`config.mk`:
```
export PLATFORM = sky130hd
export DESIGN_NAME = wsmm_cell
export DESIGN_NICKNAME = d
export VERILOG_FILES = /design/src/design/wsmm_pkg.sv /design/src/design/wsmm_ram.sv /design/src/design/wsmm_cell.sv
export SDC_FILE = /design/constraint.sdc
export NUM_CORES = 2
export LEC_CHECK = 0
export ABC_CLOCK_PERIOD_IN_PS = 6100
export BUFFER_PORTS_ARGS = -buffer_cell sky130_fd_sc_hd__buf_2
export CAP_MARGIN = 30
export CORE_MARGIN = 8
export CORE_UTILIZATION = 30
export CTS_BUF_LIST = sky130_fd_sc_hd__clkbuf_8
export DETAILED_ROUTE_END_ITERATION = 8
export GPL_TIMING_DRIVEN = 0
export SLEW_MARGIN = 15
export SYNTH_ARGS = -nofsm -noshare
export SYNTH_HDL_FRONTEND = slang
export SYNTH_HIERARCHICAL = 1
export SYNTH_SLANG_ARGS = --single-unit
export TNS_END_PERCENT = 20
```
`constraint.sdc`:
```
create_clock -name clk -period 6.1 [get_ports clk]
set_input_delay 0.61 -clock clk [delete_from_list [all_inputs] [get_ports clk]]
set_output_delay 0.61 -clock clk [all_outputs]
set_load 0.05 [all_outputs]
```
`src/design/wsmm_pkg.sv`:
```
// ----------------------------------------------------------------------------
// wsmm_pkg
// Shared sizes, register indexes and types of the weight-stationary
// matrix multiplier.
// ----------------------------------------------------------------------------
package wsmm_pkg;

    // store geometry
    localparam int MAX_INNER = 64;
    localparam int MAX_COLS  = 16;

    // derived widths
    localparam int K_W   = (MAX_INNER > 1) ? $clog2(MAX_INNER) : 1;
    localparam int LEN_W = $clog2(MAX_INNER + 1);
    localparam int COL_W = (MAX_COLS > 1) ? $clog2(MAX_COLS) : 1;
    localparam int CNT_W = $clog2(MAX_COLS + 1);
    localparam int SEL_W = (COL_W > 4) ? COL_W : 4;

    // arithmetic widths
    localparam int DATA_W = 16;
    localparam int PROD_W = 32;
    localparam int ACC_W  = 38;
    localparam int OUT_W  = 32;

    // configuration register indexes
    localparam logic [0:0] CFG_INNER_LEN = 1'd0;
    localparam logic [0:0] CFG_OUT_COLS  = 1'd1;

    // reset values of the configuration registers
    localparam logic [6:0] INNER_LEN_RST = 7'd64;
    localparam logic [4:0] OUT_COLS_RST  = 5'd16;

    // one item travelling down the cell chain
    typedef struct packed {
        logic               valid;
        logic               is_load;
        logic [5:0]         k;
        logic [3:0]         col;
        logic signed [15:0] value;
        logic               clear;
        logic               fire;
    } token_t;

    // what a cell reports to the drain logic
    typedef struct packed {
        logic                    done;
        logic signed [ACC_W-1:0] sum;
    } cell_status_t;

endpackage

```
`src/design/wsmm_ram.sv`:
```
// ----------------------------------------------------------------------------
// wsmm_ram
// Generic single-write, single-read RAM with a registered read port.
// ----------------------------------------------------------------------------
module wsmm_ram #(
    parameter int WIDTH = 16,
    parameter int DEPTH = 64
) (
    input  logic                                      clk,
    input  logic                                      we,
    input  logic [((DEPTH > 1) ? $clog2(DEPTH) : 1)-1:0] waddr,
    input  logic [WIDTH-1:0]                          wdata,
    input  logic [((DEPTH > 1) ? $clog2(DEPTH) : 1)-1:0] raddr,
    output logic [WIDTH-1:0]                          rdata
);

    logic [WIDTH-1:0] mem [DEPTH];
    logic [WIDTH-1:0] rdata_reg;

    // write port
    always_ff @(posedge clk)
    begin
        if (we)
        begin
            mem[waddr] <= wdata;
        end
    end

    // registered read port
    always_ff @(posedge clk)
    begin
        rdata_reg <= mem[raddr];
    end

    assign rdata = rdata_reg;

endmodule

```
`src/design/wsmm_cell.sv`:
```
// ----------------------------------------------------------------------------
// wsmm_cell
// One column of the multiplier: holds that column's weights and its
// accumulator, forwards every beat to the next cell in the following cycle.
// ----------------------------------------------------------------------------
module wsmm_cell
    import wsmm_pkg::*;
(
    input  logic             clk,
    input  logic             rst_n,
    input  logic [COL_W-1:0] col_id,
    input  logic [CNT_W-1:0] cols_eff,
    input  token_t           tok_in,
    output token_t           tok_out,
    output cell_status_t     status
);

    token_t                   tok_reg;
    logic [DATA_W-1:0]        weight;
    logic                     wr_en;
    logic                     active;
    logic                     mac_valid_reg;
    logic                     clear_reg;
    logic                     fire_reg;
    logic signed [PROD_W-1:0] prod_reg;
    logic                     done_reg;
    logic signed [ACC_W-1:0]  sum_reg;
    logic signed [ACC_W-1:0]  sum_next;
    logic signed [ACC_W:0]    sum_wide;

    assign active = CNT_W'(col_id) < cols_eff;
    assign wr_en  = tok_in.valid && tok_in.is_load && (SEL_W'(tok_in.col) == SEL_W'(col_id));

    // weight column of this cell
    wsmm_ram #(
        .WIDTH (DATA_W),
        .DEPTH (MAX_INNER)
    ) u_weights (
        .clk   (clk),
        .we    (wr_en),
        .waddr (K_W'(tok_in.k)),
        .wdata (tok_in.value),
        .raddr (K_W'(tok_in.k)),
        .rdata (weight)
    );

    // beat register, aligned with the weight read
    always_ff @(posedge clk or negedge rst_n)
    begin
        if (!rst_n)
        begin
            tok_reg <= '0;
        end
        else
        begin
            tok_reg <= tok_in;
        end
    end

    assign tok_out = tok_reg;

    // multiply stage
    always_ff @(posedge clk or negedge rst_n)
    begin
        if (!rst_n)
        begin
            mac_valid_reg <= 1'b0;
            fire_reg      <= 1'b0;
        end
        else
        begin
            mac_valid_reg <= tok_reg.valid && !tok_reg.is_load && active;
            fire_reg      <= tok_reg.valid && !tok_reg.is_load && tok_reg.fire;
        end
    end

    always_ff @(posedge clk)
    begin
        clear_reg <= tok_reg.clear;
        prod_reg  <= $signed(weight) * tok_reg.value;
    end

    // accumulate with saturation at the accumulator range
    always_comb
    begin
        if (clear_reg)
        begin
            sum_wide = (ACC_W + 1)'(prod_reg);
        end
        else
        begin
            sum_wide = (ACC_W + 1)'(sum_reg) + (ACC_W + 1)'(prod_reg);
        end
        if (sum_wide[ACC_W] != sum_wide[ACC_W-1])
        begin
            sum_next = sum_wide[ACC_W] ? {1'b1, {(ACC_W-1){1'b0}}} : {1'b0, {(ACC_W-1){1'b1}}};
        end
        else
        begin
            sum_next = sum_wide[ACC_W-1:0];
        end
    end

    always_ff @(posedge clk or negedge rst_n)
    begin
        if (!rst_n)
        begin
            sum_reg  <= '0;
            done_reg <= 1'b0;
        end
        else
        begin
            done_reg <= fire_reg;
            if (mac_valid_reg)
            begin
                sum_reg <= sum_next;
            end
        end
    end

    assign status.done = done_reg;
    assign status.sum  = sum_reg;

endmodule

```
# Yosys cells after proc, flatten, opt, wreduce, memory -nomap -nowiden
# Memory sizes are Yosys's and may differ from the RTL's. A register that Yosys moved wholly into a read port is not among the register bits.
# Cells that the tools add are included.
[word_totals]
register_bits = 104
ramBits = 1024
word_cells = 30
n_memories = 1
[memory_table]
columns = ["memory", "depth", "word_bits", "read_ports", "rd_ports_with_merged_regs", "wr", "line", "text"]
rows = [
  ["u_weights.mem", 64, 16, 1, 1, 1, "wsmm_ram.sv:17", "logic [WIDTH-1:0] mem [DEPTH];"],
]
[op_classes]
add_sub_neg = 1
multipliers = 1
order_cmp = 1
eq_ne = 2
n_mux = 5
reduce_logical = 6
[ops]
columns = ["cell", "n"]
rows = [
  ["two-way mux 38 bit", 2],
  ["adder 38 x 32 -> 39 bit", 1],
  ["two-way mux 39 bit", 1],
  ["multiplier 16 x 16 -> 32 bit", 1],
  ["logical AND 1 bit", 5],
  ["< comparator 4 x 5 -> 1 bit", 1],
  ["equality test 4 bit", 1],
  ["two-way mux 1 bit", 2],
  ["zero test 1 bit", 1],
  ["!= test 1 bit", 1],
]

# Depth between registers and ports, before layout
[depth]
depth_word = 4
depth_mapped = 25

# Cells and area by module
# The synthesis kept the hierarchy.
[modules_own_cells]
columns = ["mod", "instances", "cells_each", "area_each_um2", "seq_area_each_um2"]
rows = [
  ["wsmm_ram", 1, 1829, 40042.2, 31069.8],
  ["wsmm_cell", 1, 1599, 15035.7, 2437.3],
]

# Least setup slack after synthesis
# Ideal clock, no wire load.
[synth_path]
kind = "register -> register"
startpoint = "register tok_reg (netlist bit tok_out[3])"
endpoint = "register prod_reg[30]"
setup_time_ns = 0.072
t_arrival_ns = 6.282
t_required_ns = 6.028
slack_ns = -0.254
stages_incl_launch_ff = 21
path_buffers = 1
synth_period_minus_slack_ns = 6.354
cell_sequence = "dfrtp_1 > clkbuf_1 > nand2_1 > fa_1 > fa_1 > fa_1 > fa_1 > inv_1 > fa_1 > fa_1 > ha_1 > a21oi_1 > nor2b_1 > o311ai_0 > a221oi_2 > nand3b_1 > a41oi_1 > o211a_1 > o21bai_1 > a21oi_1 > xnor2_1"
[synth_via]
elab_chain_cells = 1
[synth_lines]
columns = ["item", "line", "text"]
rows = [
  ["start: declaration", "wsmm_cell.sv:18", "token_t tok_reg;"],
  ["start signal: assignment", "wsmm_cell.sv:56", "tok_reg <= tok_in;"],
  ["multiplier 16 x 16 -> 32 bit", "wsmm_cell.sv:80", "prod_reg <= $signed(weight) * tok_reg.value;"],
  ["end signal: assignment", "wsmm_cell.sv:80", ""],
  ["end: declaration", "wsmm_cell.sv:25", "logic signed [PROD_W-1:0] prod_reg;"],
]
# Every way passes these cells.
# A chain may end at the register's enable or synchronous reset.

# Final worst setup path
[layout_path]
startpoint = "register tok_reg (netlist bit tok_out[5])"
endpoint = "register prod_reg[31]"
# The elaborated chain is that of the path after synthesis.

==> reports/results.ini <==
[finish]
finalInstanceArea_mm2 = 0.0644
syn_to_final_growth_pct = 16.9
multi_input_area_mm2 = 0.0199
layout_commonest_cell = edfxtp_1
nets = 4270
ff_latch_area_mm2 = 0.0336
instances_no_fill = 6394
final_util = 0.353
fill_cells = 17332
largest_reg_flops = 1024
final_cell_mix = edfxtp_1 (1024), inv_1 (373), fa_1 (252), nand2_1 (234), mux4_2 (220)
drive_gt1_frac = 0.238

[critical_path]
rr_startpoint = tok_out[5]
path_depth = 19
start_kind = register
path_common_cell = fa_1
cp.arrival_ps = 6870
critPathTopFamily = adder cells
cp-startpoint = tok_out[5]
cp_slowest_cell = fa_2
crit_path_max_fanout = 10
required_ps = 6880
worst-path-buf-inv = 3
cp_slowest_stage_delay_ps = 620
path_cells = clkbuf_8 > and2_1 > fa_2 > inv_1 > fa_1 > fa_2 > fa_1 > fa_1 > fa_1 > inv_1 > ha_1 > and3_4 > a221o_1 > a21o_1 > a32oi_2 > a21oi_2 > a211o_1 > a21oi_2 > xnor2_2
crit_end = prod_reg[31]
r2r_end = prod_reg[31]
worstSetupPathType = reg -> reg
reg2reg_slack_ps = 10
reg2reg_depth = 19
end_kind = register

[cts]
clk-insertion-delay-late_ps = 940
cts_max_level = 4
clk_pin_slew_ps = 70
numCtsBuffers = 194
cts-root-buf = clkbuf_8
clock_sinks = 1144
max-clock-path-buffers = 3
cts_tree = yes

[logic_synthesis]
syn_avg_cell_area_um2 = 16.1
synth_edf_count = 1024
synth_nets = 3855
synth_cell_types = 83
synth_top_family_by_area = adder cells
synth_xor_area_frac = 0.0113
ys.flop_type = edfxtp_1
yosys_warnings = 6
synthAdderAreaFrac = 0.124
synth_area_mm2 = 0.0551
synthMuxAreaShare = 0.113
netlist_instances = 3428
synthArstFlopShare = 0.0621
ys_ff_latch = 1144
synth-simple-area-share = 0.0584
synth_compound_area_frac = 0.0470
yosysSeqAreaShare = 0.608

[die]
die_w_um = 444
core_area_mm2 = 0.183
die_h_um = 444
die_area_mm2 = 0.198
io_pins = 110
row_count = 157
initial_core_util = 0.301

[timing]
slew_viol_final = 0
whs_ps = 178
tightest_slew_ps = 1000
rsz0062_at_grt = true
fin_crit_ps = 6090
setup_violations = 0
maxSlewHeadroom = 0.328
fin_skew_ps = 50.5
fmax_ghz = 0.164
final.period_utilization = 0.998
hold_violations = 0
finalSetupTns_ps = 0
setup_ws_ps = 13.6

[power]
p_per_area_mw_per_mm2 = 619
leakagePower_nw = 23.3
vdd_drop_max_v = 0.00110
finalPower_mw = 39.8

[drt]
drtAntennaViolNets = 0
drt_first_pass_iters = 6
via_per_inst = 4.93
drt_iter0_drc = 2977
top_layer = met5
wl_met2_um = 72000
met1_length_um = 62100
vias = 31506
drt-total-wl_um = 151000
wl_met3_um = 11600
drc = 0
wl_per_cell_um = 23.6

[global_route]
grt_pass1_wl_um = 221000
grt.overflow.total = 0
grt_antenna_before_repair = 12
grt_max_degree = 66
grt_pass1_vias = 32820
grt_usage = 0.150

[placed_design]
pre_cts_ws_ps = -1080
port_buffers = 109
dpl_cell_area_mm2 = 0.0598
dp.cells = 5985
gp_congestion = 0.859
dp_hpwl_um = 104000

[hold_path]
hp-class = in -> async

[run]
cap_violations = 0

[outcome]
status = complete, no violations

[layer usage]
layer,track usage,up-vias
met5,0,-
met4,0.0513,4
met3,0.0343,278
met2,0.245,1239
met1,0.197,16376
li1,-,13609
[cell type report]
cell class / instances / share of cell area
Antenna cell: 9 / 0.000350
Multi-Input combinational cell: 1818 / 0.308
Tap cell: 2385 / 0.0463
Timing Repair Buffer: 220 / 0.0295
Sequential cell: 1144 / 0.521
Clock buffer: 200 / 0.0427
Clock inverter: 153 / 0.0152
Inverter: 307 / 0.0179
Buffer: 158 / 0.0183
[repair_timing]
action	CTS	global route
gates resized for setup	121	32
pin swaps	15	12
endpoints found under the hold margin	99	0
hold buffers	17	0
buffers inserted	19	12
endpoints found under the setup margin	17	9
[report_power, final]
part / switching, mW / internal, mW / leakage, nW / total (mW)
clock: 3.25 / 3.35 / 2.12 / 6.61
combinational: 12.9 / 10.9 / 10.8 / 23.8
sequential: 0.276 / 9.16 / 10.4 / 9.44
total: 16.5 / 23.4 / 23.3 / 39.8
[kinds of logic after synthesis]
| group | count (synthesis) |
|---|---|
| buffers and inverters | 466 |
| flip-flops | 1144 |
| AO/OA/AOI/OAI | 361 |
| AND/OR/NAND/NOR | 663 |
| XOR/XNOR | 70 |
| multiplexers | 338 |
| adder cells (fa/ha/maj) | 386 |
[how the worst min path moves through the flow]
stage          startpoint     endpoint  slack (ps)  cells past startpoint
2_1_floorplan       rst_n     done_reg         310                      0
3_3_place_gp     fire_reg     done_reg         340                      0
3_5_place_dp     fire_reg     done_reg         340                      0
4_1_cts             rst_n  tok_out[22]          70                      2
5_1_grt             rst_n  tok_out[22]         130                      2
6_report            rst_n  tok_out[22]         180                      2
[cell usage after synthesis (8+ instances only)]
cell type | count | area share
nand2b_1 | 13 | 0.0015
o21bai_1 | 12 | 0.0016
and2_1 | 131 | 0.015
ha_1 | 123 | 0.028
o21ai_0 | 29 | 0.0026
a31oi_1 | 15 | 0.0017
a311oi_1 | 8 | 0.0013
a211o_1 | 13 | 0.0021
nand2_1 | 236 | 0.016
nand4_1 | 14 | 0.0016
xor2_1 | 12 | 0.0019
a211oi_1 | 11 | 0.0015
mux2_2 | 28 | 0.0057
xnor2_1 | 57 | 0.0091
nor2b_1 | 41 | 0.0047
a221o_1 | 10 | 0.0018
edfxtp_1 | 1024 | 0.56
a221oi_1 | 18 | 0.0029
clkbuf_1 | 70 | 0.0048
buf_4 | 15 | 0.0020
mux4_2 | 220 | 0.090
a21oi_1 | 88 | 0.0080
a21o_1 | 31 | 0.0042
dfrtp_1 | 71 | 0.032
buf_2 | 40 | 0.0036
inv_1 | 307 | 0.021
and3_1 | 11 | 0.0012
mux2i_1 | 86 | 0.016
buf_6 | 17 | 0.0035
nor2_1 | 139 | 0.0095
fa_1 | 263 | 0.096
a41oi_1 | 25 | 0.0040
dfxtp_1 | 49 | 0.018
a22oi_1 | 51 | 0.0070
nand3_1 | 42 | 0.0038
(Power assumes the default switching activity.)
